`src/rtl/ipv4f_pkg.sv`:
```
// ipv4f_pkg: types and constants shared by the ipv4 text address finder
// scan state layout, phase codes and character codes
// no dependencies
`default_nettype none

package ipv4f_pkg;

    // scan phase
    typedef enum logic [1:0] {
        PH_SKIP   = 2'd0,
        PH_SCAN   = 2'd1,
        PH_FOURTH = 2'd2,
        PH_DONE   = 2'd3
    } t_phase;

    // per-string scan state
    typedef struct packed {
        t_phase      phase;
        logic [1:0]  dot_count;
        logic [2:0]  digit_count;
        logic [9:0]  octet_value;
        logic        address_seen;
    } t_scan_state;

    localparam logic [7:0] CH_ZERO  = 8'h30;
    localparam logic [7:0] CH_NINE  = 8'h39;
    localparam logic [7:0] CH_DOT   = 8'h2e;
    localparam logic [7:0] CH_SPACE = 8'h20;
    localparam logic [7:0] CH_NUL   = 8'h00;

    localparam logic [9:0] OCTET_LIMIT = 10'd256;
    localparam logic [2:0] MAX_DIGITS  = 3'd3;
    localparam logic [2:0] OVER_DIGITS = 3'd4;
    localparam logic [1:0] LAST_DOT    = 2'd2;

    localparam t_scan_state SCAN_RESET = '{
        phase:        PH_SKIP,
        dot_count:    2'd0,
        digit_count:  3'd0,
        octet_value:  10'd0,
        address_seen: 1'b0
    };

    // octet run holds 1 to 3 digits and a value below 256
    function automatic logic run_good(input logic [2:0] dig, input logic [9:0] val);
        run_good = (dig != 3'd0) && (dig <= MAX_DIGITS) && (val < OCTET_LIMIT);
    endfunction

endpackage

`default_nettype wire

```
`src/rtl/ipv4f_step.sv`:
```
// ipv4f_step: next scan state for one text byte, and the answer on the last byte
// pure combinational logic
// depends on ipv4f_pkg
`default_nettype none

module ipv4f_step
    import ipv4f_pkg::*;
(
    input  wire t_scan_state i_state,
    input  wire logic [7:0]  i_byte,
    input  wire logic        i_last,
    output t_scan_state      o_state,
    output logic             o_found
);

    always_comb begin
        t_phase     ph;
        logic [1:0] dc;
        logic [2:0] dg;
        logic [9:0] ov;
        logic       seen;
        logic       used;
        logic       is_digit;
        logic       visible;
        logic [9:0] dval;

        ph       = i_state.phase;
        dc       = i_state.dot_count;
        dg       = i_state.digit_count;
        ov       = i_state.octet_value;
        seen     = i_state.address_seen;
        used     = 1'b0;
        is_digit = (i_byte >= CH_ZERO) && (i_byte <= CH_NINE);
        visible  = !i_byte[7] && (i_byte > CH_SPACE);
        dval     = {6'd0, i_byte[3:0]};

        if (ph != PH_DONE) begin
            // fourth octet digits, judged on the first non-digit
            if (ph == PH_FOURTH) begin
                if (is_digit) begin
                    used = 1'b1;
                    if (dg < MAX_DIGITS) begin
                        ov = (ov << 3) + (ov << 1) + dval;
                        dg = dg + 3'd1;
                    end else begin
                        dg = OVER_DIGITS;
                    end
                end else begin
                    seen = run_good(dg, ov);
                    ph   = PH_SCAN;
                    dc   = 2'd0;
                    dg   = 3'd0;
                    ov   = 10'd0;
                end
            end

            if (!used) begin
                if (i_byte == CH_NUL) begin
                    ph = PH_DONE;
                end else if (!(ph == PH_SKIP && i_byte == CH_SPACE)) begin
                    if (ph == PH_SKIP) begin
                        ph = PH_SCAN;
                    end
                    // scanning
                    if (seen && visible) begin
                        seen = 1'b0;
                        ph   = PH_DONE;
                    end else if (is_digit) begin
                        if (dg < MAX_DIGITS) begin
                            ov = (ov << 3) + (ov << 1) + dval;
                            dg = dg + 3'd1;
                        end else begin
                            dg = OVER_DIGITS;
                        end
                    end else if (i_byte == CH_DOT) begin
                        if (!run_good(dg, ov)) begin
                            seen = 1'b0;
                            ph   = PH_DONE;
                        end else begin
                            dg = 3'd0;
                            ov = 10'd0;
                            if (dc == LAST_DOT) begin
                                dc = 2'd0;
                                ph = PH_FOURTH;
                            end else begin
                                dc = dc + 2'd1;
                            end
                        end
                    end else begin
                        dc = 2'd0;
                        dg = 3'd0;
                        ov = 10'd0;
                    end
                end
            end
        end

        // end of string: judge a fourth octet in progress, then clear
        if (ph == PH_FOURTH) begin
            o_found = run_good(dg, ov);
        end else begin
            o_found = seen;
        end

        if (i_last) begin
            o_state = SCAN_RESET;
        end else begin
            o_state.phase        = ph;
            o_state.dot_count    = dc;
            o_state.digit_count  = dg;
            o_state.octet_value  = ov;
            o_state.address_seen = seen;
        end
    end

endmodule

`default_nettype wire

```
`src/rtl/ipv4f_out.sv`:
```
// ipv4f_out: result register on the master side of the stream
// holds one answer until it is taken
// depends on ipv4f_pkg
`default_nettype none

module ipv4f_out
    import ipv4f_pkg::*;
(
    input  wire logic i_clk,
    input  wire logic i_rst_n,
    input  wire logic i_load,
    input  wire logic i_found,
    input  wire logic i_m_tready,
    output logic      o_m_tvalid,
    output logic      o_found,
    output logic      o_can_load
);

    logic r_valid;
    logic n_valid;
    logic r_found;

    // valid flag: set on load, cleared when the transfer completes
    always_comb begin
        n_valid = r_valid;
        if (i_load) begin
            n_valid = 1'b1;
        end else if (i_m_tready) begin
            n_valid = 1'b0;
        end
    end

    always_ff @(posedge i_clk) begin
        if (!i_rst_n) begin
            r_valid <= 1'b0;
        end else begin
            r_valid <= n_valid;
        end
    end

    // answer payload
    always_ff @(posedge i_clk) begin
        if (i_load) begin
            r_found <= i_found;
        end
    end

    assign o_m_tvalid = r_valid;
    assign o_found    = r_found;
    assign o_can_load = !r_valid || i_m_tready;

endmodule

`default_nettype wire

```
`src/rtl/ipv4_text_address_finder_top.sv`:
```
// ipv4_text_address_finder_top: scans a byte stream for a dotted-decimal address
// one text byte per transfer, one answer per string on the last byte
// depends on ipv4f_pkg, ipv4f_step, ipv4f_out
// the answer is registered and valid in the cycle after the transfer of the last byte
// one byte per cycle while the input is ready, with the scan state registered on each transfer;
// the input stalls only while an answer waits and the output side holds off
// reset (synchronous, active low) returns the scan state to leading space skip
// and drops the output valid
`default_nettype none

module ipv4_text_address_finder_top
    import ipv4f_pkg::*;
(
    input  wire logic       i_clk,
    input  wire logic       i_rst_n,
    input  wire logic       i_s_tvalid,
    output logic            o_s_tready,
    input  wire logic [7:0] i_s_tdata,   // [7:0] text_byte
    input  wire logic       i_s_tlast,   // end_of_text
    output logic            o_m_tvalid,
    input  wire logic       i_m_tready,
    output logic [7:0]      o_m_tdata    // [0] address_found, [7:1] zero
);

    t_scan_state r_state;
    t_scan_state n_state;
    logic        step_found;
    logic        can_load;
    logic        in_xfer;
    logic        out_found;

    assign o_s_tready = can_load;
    assign in_xfer    = i_s_tvalid && can_load;

    ipv4f_step u_step (
        .i_state (r_state),
        .i_byte  (i_s_tdata),
        .i_last  (i_s_tlast),
        .o_state (n_state),
        .o_found (step_found)
    );

    // scan state register
    always_ff @(posedge i_clk) begin
        if (!i_rst_n) begin
            r_state <= SCAN_RESET;
        end else if (in_xfer) begin
            r_state <= n_state;
        end
    end

    ipv4f_out u_out (
        .i_clk      (i_clk),
        .i_rst_n    (i_rst_n),
        .i_load     (in_xfer && i_s_tlast),
        .i_found    (step_found),
        .i_m_tready (i_m_tready),
        .o_m_tvalid (o_m_tvalid),
        .o_found    (out_found),
        .o_can_load (can_load)
    );

    assign o_m_tdata = {7'd0, out_found};

    // the last byte of a string always leaves an answer waiting
    a_last_gives_result: assert property (@(posedge i_clk) disable iff (!i_rst_n)
        (in_xfer && i_s_tlast) |=> o_m_tvalid)
        else $error("no answer after last byte");

    // the scan state is back at reset after the last byte
    a_last_clears_state: assert property (@(posedge i_clk) disable iff (!i_rst_n)
        (in_xfer && i_s_tlast) |=> (r_state == SCAN_RESET))
        else $error("scan state not cleared after last byte");

    // a new answer only comes from a last byte
    a_result_from_last: assert property (@(posedge i_clk) disable iff (!i_rst_n)
        $rose(o_m_tvalid) |-> $past(in_xfer && i_s_tlast))
        else $error("answer without last byte");

    // a decided string stays decided until its last byte
    a_done_sticky: assert property (@(posedge i_clk) disable iff (!i_rst_n)
        (r_state.phase == PH_DONE && !(in_xfer && i_s_tlast)) |=>
        (r_state.phase == PH_DONE))
        else $error("decided phase left early");

endmodule

`default_nettype wire

```
`config.mk`:
```
export PLATFORM = sky130hd
export DESIGN_NAME = ipv4_text_address_finder_top
export DESIGN_NICKNAME = d
export VERILOG_FILES = /design/src/rtl/ipv4f_pkg.sv /design/src/rtl/ipv4f_step.sv /design/src/rtl/ipv4f_out.sv /design/src/rtl/ipv4_text_address_finder_top.sv
export SDC_FILE = /design/constraint.sdc
export NUM_CORES = 1
export LEC_CHECK = 0
export BUFFER_PORTS_ARGS = -buffer_cell sky130_fd_sc_hd__buf_2
export CAP_MARGIN = 20
export CORE_MARGIN = 4
export CORE_UTILIZATION = 30
export DETAILED_ROUTE_END_ITERATION = 7
export PLACE_DENSITY = 0.53
export SYNTH_ARGS = -nofsm -noshare
export SYNTH_HDL_FRONTEND = slang
export SYNTH_SLANG_ARGS = --single-unit
```
`constraint.sdc`:
```
create_clock -name i_clk -period 8.8 [get_ports i_clk]
set_clock_uncertainty 0.1 [all_clocks]
set_input_delay 1.32 -clock i_clk [delete_from_list [all_inputs] [get_ports i_clk]]
set_output_delay 1.32 -clock i_clk [all_outputs]
set_load 0.05 [all_outputs]
```
==> impl_results.md, run 1 <==
* Min cycle time layout at 5.53 ns
* Synth Register Bits at 20
* Largest net degree at the start of global routing at 19
* Layout Nets at 421
* Worst Setup SP: i_s_tdata[3]
* # hold bufs at CTS at 0
* GR Overflow Total at 0
* Synthesized area at 2810 um2
* GRT Total Usage at 0.140
* Reg2reg start: r_state[17]$_SDFFE_PN0P_
* Mean Syn Cell Area at just under 8 um2
* First-pass GRT wire length at 13000 um
* Compound-Gate Fraction of Synth Area at 0.300
* CTS H-Tree Depth at 1
* Routed WL at 7610 um
* FF-to-FF path depth at 16
* Die Ht at 105 um
* Worst path required time at 8.79 ns
* Die ar. at 11000 um2
* Switch Pwr at 0.0000596 W
* Outcome: completed
* Worst vdd ir at 40.9 uV
* Hold Path Class: flip-flop to flip-flop
* Top_reg_cell synth: dfxtp_1
* Flop pwr share at 0.464
* Crit Path Category: input pin to flip-flop
* R2r endpoint: u_out.o_found$_DFFE_PP_
* Pre-Repair DR Iteration Count at 5
* Initial antenna violation count at 0
* Synth warn at 0
* Switching share of power at 0.297
* Clk_lat worst skew at 0.26 ns
* PortBufs at 15
* Synth area leader: ha_1
* CTS tree: built
* Worst path arrival time at 5.51 ns
* GP Congestion at 0.913
* Max Buffers Root-to-Sink at 2
* Multiplexer share of the synthesized area at 0.0174
* Max-cap violations at 0
* Post-CTS setup buffers at 0
* DRC violation count after routing at 0
* Final critical-path share of the clock period at 0.628
* Synth cell count leaders: 34 x ha_1, 33 x nor2_1, 30 x inv_1
* Synth async-reset ratio at 0
* Combinational power share at 0.176
* Crit start category: input pin
* Post-CTS sizing at 0
* CTS clock-pin slew for the worst setup and hold paths at 0.08 ns
* Hold Crit Start: r_state[1]$_SDFFE_PN0P_
* Netlist cell types at 74
* Area share of the largest cell type after synthesis at 0.151
* Worst-path fanout max at 6
* DP HPWL at about 6200 um
* DR iter-0 viols at 226
* Register area share after synthesis at 0.146
* Std cell rows at 35
* Clock Sinks at 20
* Die width at 105 um
* Internal at 0.000141 W
* TritonCTS buffer count at 3
* Max Clock Freq at 181 MHz
* Detail Route Antenna Nets at 0
* R2r setup slk at 3.75 ns
* Final setup fails at 0
* DR vias/cell at 5.55
* Area Growth Syn to Fin at 6.01%
* Vias in the first global route at 2627
* Largest family of logic cells by synthesized area: compound AO/OA/AOI/OAI gates
* Worst slew margin at 0.307
* XOR/XNOR share of the synthesized area at 0.0329
* Count of final hold-check violations at 0
* Antenna cells at 0
* Max-slew violation count at 0
* Fraction of the mapped netlist area in adder cells at 0.180
* Worst slew pin tran at 1.04 ns
* Power share of the clock group at 0.360
* Clk root buf: clkbuf_8
* RSZ-0062 raised after global routing: false
* Non-Filler Instances at 480
* Core footprint at 9200 um2
* WL/cell at 15.9 um
* Placed cells at 476
* Hold path cells at 2
* Largest cells by area after synthesis: ha_1 15%, dfxtp_1 14%, a21oi_1 5.2%
* Count leader, synth: ha_1
* Crit end category: flip-flop
* IO Pins at 23
* LEAKAGE at 1.27 nW
* Starting density of the core at 0.306
* Hold Path End: r_state[1]$_SDFFE_PN0P_
* Power per cell area at between 60 and 70 nW/um2
* Layout cells sized above 1 at 0.125
* Syn Inst Count at 363
* Post-synth EDFFs at 1
* Vias at 2664
* Setup tns final at 0 ns
* Synth Area in Simple Gates at 0.233
[worst max-delay path by stage]
stage	endpoint	slack, ns	depth (start not counted)
detailed placement	u_out.o_found$_DFFE_PP_	3.03	16
CTS	u_out.o_found$_DFFE_PP_	3.26	16
global route	r_state[10]$_SDFFE_PN0P_	2.93	19
finish	u_out.o_found$_DFFE_PP_	3.27	16
global placement	u_out.o_found$_DFFE_PP_	3.06	16
floorplan	r_state[10]$_SDFFE_PN0P_	3.67	18
[cells in the final DEF, fill, tap and decap left out, types with 5 or more instances in the layout]
cell type / count
ha_1: 34
nor2_1: 33
inv_1: 30
o21ai_0: 29
a21oi_1: 29
nand2_1: 28
dfxtp_1: 19
buf_2: 15
nand3_1: 13
a22oi_1: 8
conb_1: 7
xnor2_1: 6
or3_1: 5
a2bb2oi_1: 5
[cells by family after synthesis]
logic type	after synthesis
buffers and inverters	51
muxes	4
adders and majority gates	38
other	1
AOI/OAI and AO/OA	120
xor gates and xnor gates	9
DFF	20
and+or+nand+nor	120
[metrics by stage]
step / util / area (um2) / power, W / hold WS [ns] / worst slack (ns)
after floorplan: - / 2830 / 0.000122 / 0.369 / 3.67
after CTS: 0.324 / 2980 / 0.000203 / 0.409 / 3.26
final: 0.324 / 2980 / 0.000201 / 0.416 / 3.27
after detailed placement: 0.318 / 2920 / 0.000131 / 0.398 / 3.03
after global placement: 0.318 / 2920 / 0.000130 / 0.392 / 3.06
after global routing: 0.324 / 2980 / 0.000209 / 0.443 / 2.93
[registers in the layout (all words and copies together), names as in the netlist]
| name | flops |
|---|---|
| r_state | 18 |
| u_out.o_found | 1 |
| u_out.o_m_tvalid | 1 |
[power by group through the flow]
stage	clock [W]	sequential, W	combinational, W
finish	0.0000724	0.0000932	0.0000353
detailed placement	0	0.0000953	0.0000352
global route	0.0000767	0.0000934	0.0000390
global placement	0	0.0000953	0.0000349
CTS	0.0000741	0.0000932	0.0000353
floorplan	0	0.0000953	0.0000262
[per-layer routing]
metal	up-vias	track usage	wire length, um
met4	0	0.0347	125
met3	11	0.00741	354
met5	-	0	0
met2	77	0.225	3470
met1	1242	0.204	3670
li1	1334	-	-
[area by class of cell]
type | instances | area, um2
Timing Repair Buffer | 17 | 90.1
Inverter | 30 | 113
Fill cell | 977 | 6220
Sequential cell | 20 | 410
Clock buffer | 4 | 55.1
Tap cell | 111 | 139
Multi-Input combinational cell | 298 | 2170
[critical path, cell delays in order]
cell,delay [ns]
buf_2,0.15
inv_1,0.12
fa_1,0.55
fa_1,0.49
o21ai_0,0.48
ha_1,0.33
ha_1,0.35
nor2b_1,0.15
o21ai_0,0.22
a21o_1,0.17
and3b_1,0.14
o21ai_0,0.08
a211o_1,0.32
a221oi_2,0.30
nand2_1,0.08
o31ai_1,0.26
No activity file was read; power rests on OpenSTA's default activity.
==> inputs of run 2 (changes only) <==
- ABC_AREA: not set -> 1
- PLACE_DENSITY: 0.53 -> 0.54
- clock period: 8.8 -> 4.9 ns (I/O delays scaled with it)
==> run 2 against run 1 <==
Sequential power rose by 78%. Via count rose by 9.4%. Count of clock-buffer cells in the layout fell by 1. Combinational power rose by 72%. Core utilization rose by 2.2 points. Highest routed layer unchanged.
==> impl_results.md, run 2 <==
* Clk root buf: clkbuf_8
* Netlist cell types at 44
* Synth async-reset ratio at 0
* Placed Instance Area at 3180 um2
* Starting density of the core at 0.313
* GRT Total Usage at 0.136
* Area share of the largest cell type after synthesis at 0.190
* Layout cells sized above 1 at 0.146
* CTS clock-pin slew for the worst setup and hold paths at about 0.09 ns
* Crit end category: flip-flop
* Pre-Repair DR Iteration Count at 4
* GP Congestion at about 0.85
* Worst-path fanout max at 4
* GR Overflow Total at 0
* Vias in the first global route at 2766
* LEAKAGE at 1.72 nW
* Setup tns final at 0 ns
* Worst Setup SP: i_s_tdata[3]
* Outcome: completed
* Std cell rows at 35
* Max-slew violation count at 0
* DRC violation count after routing at 0
* Worst path required time at 4.84 ns
* Reg2reg start: r_state[3]$_SDFFE_PN0P_
* CP top delay family: adder cells
* Min cycle time layout at 4.43 ns
* Max-cap violations at 0
* Post-synth EDFFs at 1
* Clk_lat worst skew at 0.27 ns
* DP HPWL at 6240 um
* Switch Pwr at 0.000113 W
* Syn Inst Count at 479
* Worst slew pin tran at 0.627 ns
* Register area share after synthesis at 0.139
* Layout Nets at ~550
* Synth area leader: nand2_1
* Worst slew margin at 0.579
* Synthesized area at 2950 um2
* Top_reg_cell synth: dfxtp_1
* Flop pwr share at 0.414
* Switching share of power at 0.280
* Antenna cells at 0
* Hold Crit Start: r_state[15]$_SDFFE_PN0P_
* Final setup fails at 0
* CTS H-Tree Depth at 1
* Crit start category: input pin
* Synth warn at 0
* Largest net degree at the start of global routing at 19
* Hold Path Class: flip-flop to flip-flop
* Power share of the clock group at 0.434
* Mean Syn Cell Area at 6.15 um2
* Count of final hold-check violations at 0
* WL/cell at around 12 um
* Core footprint at 9420 um2
* Max Buffers Root-to-Sink at 2
* CP dominant cell by count: nand2_1
* Worst vdd ir at 68.8 uV
* Worst path arrival time at 4.37 ns
* Crit Path Category: input pin to flip-flop
* DR vias/cell at around 4.6
* Final instance area at 3260 um2
* Largest cells by area after synthesis: nand2_1 19%, ha_1 14%, dfxtp_1 13%
* Vias at 2914
* CTS tree: built
* Post-CTS setup buffers at 0
* RSZ-0062 raised after global routing: false
* # hold bufs at CTS at 0
* Detail Route Antenna Nets at 0
* Combinational power share at 0.151
* Clock Sinks at 20
* Die width at around 110 um
* First-pass GRT wire length at ~13000 um
* Crit-path slowest cell: fa_1
* Commonest non-fill, non-tap cell in the layout: nand2_1
* Die Ht at 107 um
* Synth cell count leaders: 149 x nand2_1, 69 x inv_1, 34 x ha_1
* Setup WS pre-CTS at 0.0277 ns
* Max FFs per register at 18
* Most frequent cells in the layout: 149 x nand2_1, 69 x inv_1, 34 x ha_1, 33 x nand3_1, 33 x a21oi_1
* Count leader, synth: nand2_1
* TritonCTS buffer count at 3
* PortBufs at 15
* Biggest register: r_state
* Routed WL at 7610 um
* Final WS setup at 0.469 ns
* IO Pins at 23
* Die ar. at 11500 um2
* Final critical-path share of the clock period at 0.904
* Max Clock Freq at around 230 MHz
* Power per cell area at 123 nW/um2
* Area Growth Syn to Fin at 10.7%
* Max stage delay on crit path at around 0.6 ns
* Initial antenna violation count at 0
* CP bufs+invs at 3
* DR iter-0 viols at 129
* Internal at approximately 0.00029 W
* Synth Register Bits at 20
==> run 2: changes by cell type after synthesis, sizes merged, moves of 6 or more <==
| cell | before | now |
|---|---|---|
| nand2 | 28 | 166 |
| inv | 30 | 74 |
| nand3 | 13 | 35 |
| a22oi | 9 | 2 |
| buf | 16 | 10 |
==> run 2: tightest hold or removal path: cells and delay by family, from the launching register on <==
family	cells	cell delay, ns
AOI/OAI and AO/OA	1	0.05
DFF	1	0.32
and+or+nand+nor	1	0.06
==> run 2: layer usage <==
layer / share of wire / global-route usage
met2: 0.46 / 0.233
met4: 0.017 / 0.0384
met3: 0.032 / 0.00602
met1: 0.49 / 0.184
met5: 0 / 0
==> run 2: cell type report <==
cell class | instances | area [um2]
clock inverter | 1 | 30.0
inverter | 77 | 289
multi-input combinational | 375 | 2180
tap | 129 | 161
sequential | 20 | 410
timing repair buffer | 24 | 143
clock buffer | 3 | 41.3
fill | 1048 | 6160
==> run 2: path summary, 6_finish.rpt <==
path	endpoint	slack, ns	cells past startpoint
setup / recovery	u_out.o_found$_DFFE_PP_	0.47	28
hold / removal	r_state[15]$_SDFFE_PN0P_	0.37	2
setup reg to reg	u_out.o_found$_DFFE_PP_	0.64	27
hold reg to reg	r_state[15]$_SDFFE_PN0P_	0.37	2
==> run 2: repair_timing <==
action                                 4_1_cts  5_1_grt
resized for setup                            0        2
endpoints found under the hold margin        0        0
setup endpoints to repair                    0        1
==> run 2: kinds of logic after synthesis <==
group | Yosys count | share of synthesized area
xor+xnor | 3 | 0.00892
buf+inv | 90 | 0.128
fa+ha+maj | 38 | 0.172
simple gates | 248 | 0.395
other cells | 1 | 0.00127
compound gates | 79 | 0.156
flops | 20 | 0.139
==> run 2: power by group through the flow <==
stage,sequential [W],combinational [W],clock (W)
global route,0.000167,0.0000675,0.000179
finish,0.000166,0.0000607,0.000174
global placement,0.000170,0.0000606,0
CTS,0.000166,0.0000612,0.000174
floorplan,0.000172,0.0000455,0
detailed placement,0.000170,0.0000610,0
==> run 2: through the flow <==
stage               power (W)  hold WS [ns]  instances  utilization
detailed placement   0.000231         0.358        625        0.338
finish               0.000401         0.371        629        0.346
global placement     0.000231         0.357        625        0.338
global route         0.000413         0.404        629        0.346
CTS                  0.000402         0.372        629        0.346
floorplan            0.000217         0.345        485            -
==> inputs of run 3 (changes only) <==
- RECOVER_POWER: not set -> 100
==> run 3 against run 2 <==
Register-to-register slack worse by 0.06 ns. Die area unchanged. Clock power about the same. Count of clock-buffer cells in the layout did not move. Largest power group unchanged.
==> impl_results.md, run 3 (synthesis gave the netlist of run 2 again) <==
* Setup tns final at 0 ns
* Max FFs per register at 18
* Std cell rows at 35
* GRT Total Usage at 0.136
* Core footprint at 9420 um2
* Post-CTS setup buffers at 0
* DR vias/cell at 4.61
* Crit start category: input pin
* Vias at between 2000 and 3000
* RSZ-0062 raised after global routing: false
* Worst slew margin at 0.598
* IO Pins at 23
* TritonCTS buffer count at 3
* Commonest non-fill, non-tap cell in the layout: nand2_1
* Non-Filler Instances at between 600 and 700
* CTS H-Tree Depth at 1
* CTS clock-pin slew for the worst setup and hold paths at 0.09 ns
* Largest net degree at the start of global routing at 19
* Max-slew violation count at 0
* Final setup fails at 0
* Die ar. at between 10000 and 15000 um2
* DP HPWL at 6240 um
* Die Ht at 107 um
* Hold Path Class: flip-flop to flip-flop
* Layout cells sized above 1 at 0.130
* Power per cell area at 124 nW/um2
* WL/cell at 12.1 um
* Worst slew pin tran at 0.599 ns
* First-pass GRT wire length at roughly 13000 um
* Worst vdd ir at about 69 uV
* Initial antenna violation count at 0
* Met1 Resource Use GR at 0.184
* Die width at 107 um
* Area Growth Syn to Fin at 9.43%
* Met2 usage at 0.233
* DR iter-0 viols at approximately 110
* GP Congestion at around 0.85
* GR Layer Usage met3 at 0.00602
* Most frequent cells in the layout: 152 x nand2_1, 69 x inv_1, 34 x ha_1, 33 x nand3_1, 33 x a21oi_1
* GR peak layer: met2
* Pre-Repair DR Iteration Count at 4
* Outcome: completed
* Max Clock Freq at approximately 220 MHz
* DRC violation count after routing at 0
* Starting density of the core at 0.313
* CTS tree: built
* PortBufs at 15
* Worst path arrival time at roughly 4.5 ns
* LEAKAGE at around 1.7 nW
* Detail Route Antenna Nets at 0
* Clk root buf: clkbuf_8
* Min cycle time layout at 4.47 ns
* Clock Sinks at 20
* R2r setup slk at 0.58 ns
* Final critical-path share of the clock period at 0.913
* Clk_lat worst skew at 0.27 ns
* Routed WL at 7600 um
* Antenna cells at 0
* Crit Path Category: input pin to flip-flop
* Count of final hold-check violations at 0
* Layout Nets at 552
* GR Overflow Total at 0
* Biggest register: r_state
* Max Buffers Root-to-Sink at 2
* Max-cap violations at 0
* Placed cells at 625
* Worst path required time at 4.95 ns
* Crit end category: flip-flop
* Worst-path fanout max at 4
* Vias in the first global route at around 2800
[run 3: cell types whose count changed in the layout (fill, tap and decap cells not counted), sizes merged]
cell    change
buf         -4
clkbuf      +4
[run 3: timing repair]
action | in CTS | in global routing
endpoints found under the hold margin | 0 | 0
gates resized for setup | 0 | 2
hold buffers | 0 | 0
setup endpoints to repair | 0 | 1
[run 3: final cells by class]
class / count / area, um2
Clock buffer: 3 / 41.3
Timing Repair Buffer: 24 / 135
Clock inverter: 1 / 30.0
Tap cell: 129 / 161
Sequential cell: 20 / 410
Multi-Input combinational cell: 375 / 2160
Inverter: 77 / 289
Fill cell: 1051 / 6190
[run 3: final timing paths]
path / depth (start not counted) / end / startpoint
setup / recovery: 26 / u_out.o_found$_DFFE_PP_ / i_s_tdata[3]
hold / removal: 2 / r_state[15]$_SDFFE_PN0P_ / r_state[15]$_SDFFE_PN0P_
setup reg to reg: 25 / u_out.o_found$_DFFE_PP_ / r_state[3]$_SDFFE_PN0P_
hold reg to reg: 2 / r_state[15]$_SDFFE_PN0P_ / r_state[15]$_SDFFE_PN0P_
[run 3: layer usage]
metal,routed length [um],vias to the layer above
li1,-,1564
met1,3810,1285
met2,3510,45
met3,209,4
met4,71,0
met5,0,-
[run 3: power by group]
| group | switching [W] | leakage (nW) | internal (W) |
|---|---|---|---|
| combinational | 0.0000460 | 1.51 | 0.0000141 |
| clock | 0.0000641 | 0.0357 | 0.000109 |
| sequential | 0.00000130 | 0.163 | 0.000165 |
| total | 0.000111 | 1.70 | 0.000288 |
[run 3: stage by stage]
stage / total power [W] / setup slack, ns / hold WS (ns) / cell area, um2 / util
6_report: 0.000400 / 0.427 / 0.371 / 3220 / 0.342
5_1_grt: 0.000413 / 0.0316 / 0.404 / 3220 / 0.342
3_5_place_dp: 0.000231 / 0.0277 / 0.358 / 3180 / 0.338
2_1_floorplan: 0.000217 / 0.434 / 0.345 / 2970 / -
4_1_cts: 0.000402 / 0.323 / 0.372 / 3260 / 0.346
3_3_place_gp: 0.000231 / 0.145 / 0.357 / 3180 / 0.338
[run 3: worst max-delay path: stages]
cell      delay [ns]
buf_2           0.09
inv_1           0.06
fa_1            0.52
fa_1            0.51
nand2_1         0.08
o21ai_0         0.07
o21ai_0         0.17
clkbuf_1        0.23
ha_1            0.27
ha_1            0.29
nand2_1         0.05
o21ai_0         0.22
nand2_1         0.08
a21oi_1         0.21
nor2_1          0.07
nand2_1         0.06
nand3_1         0.07
nand2_1         0.07
nand2_1         0.05
nand3_1         0.12
nand2_1         0.08
nand2_1         0.08
nand2_1         0.07
nor2_2          0.11
nand3_1         0.07
nand2_1         0.05
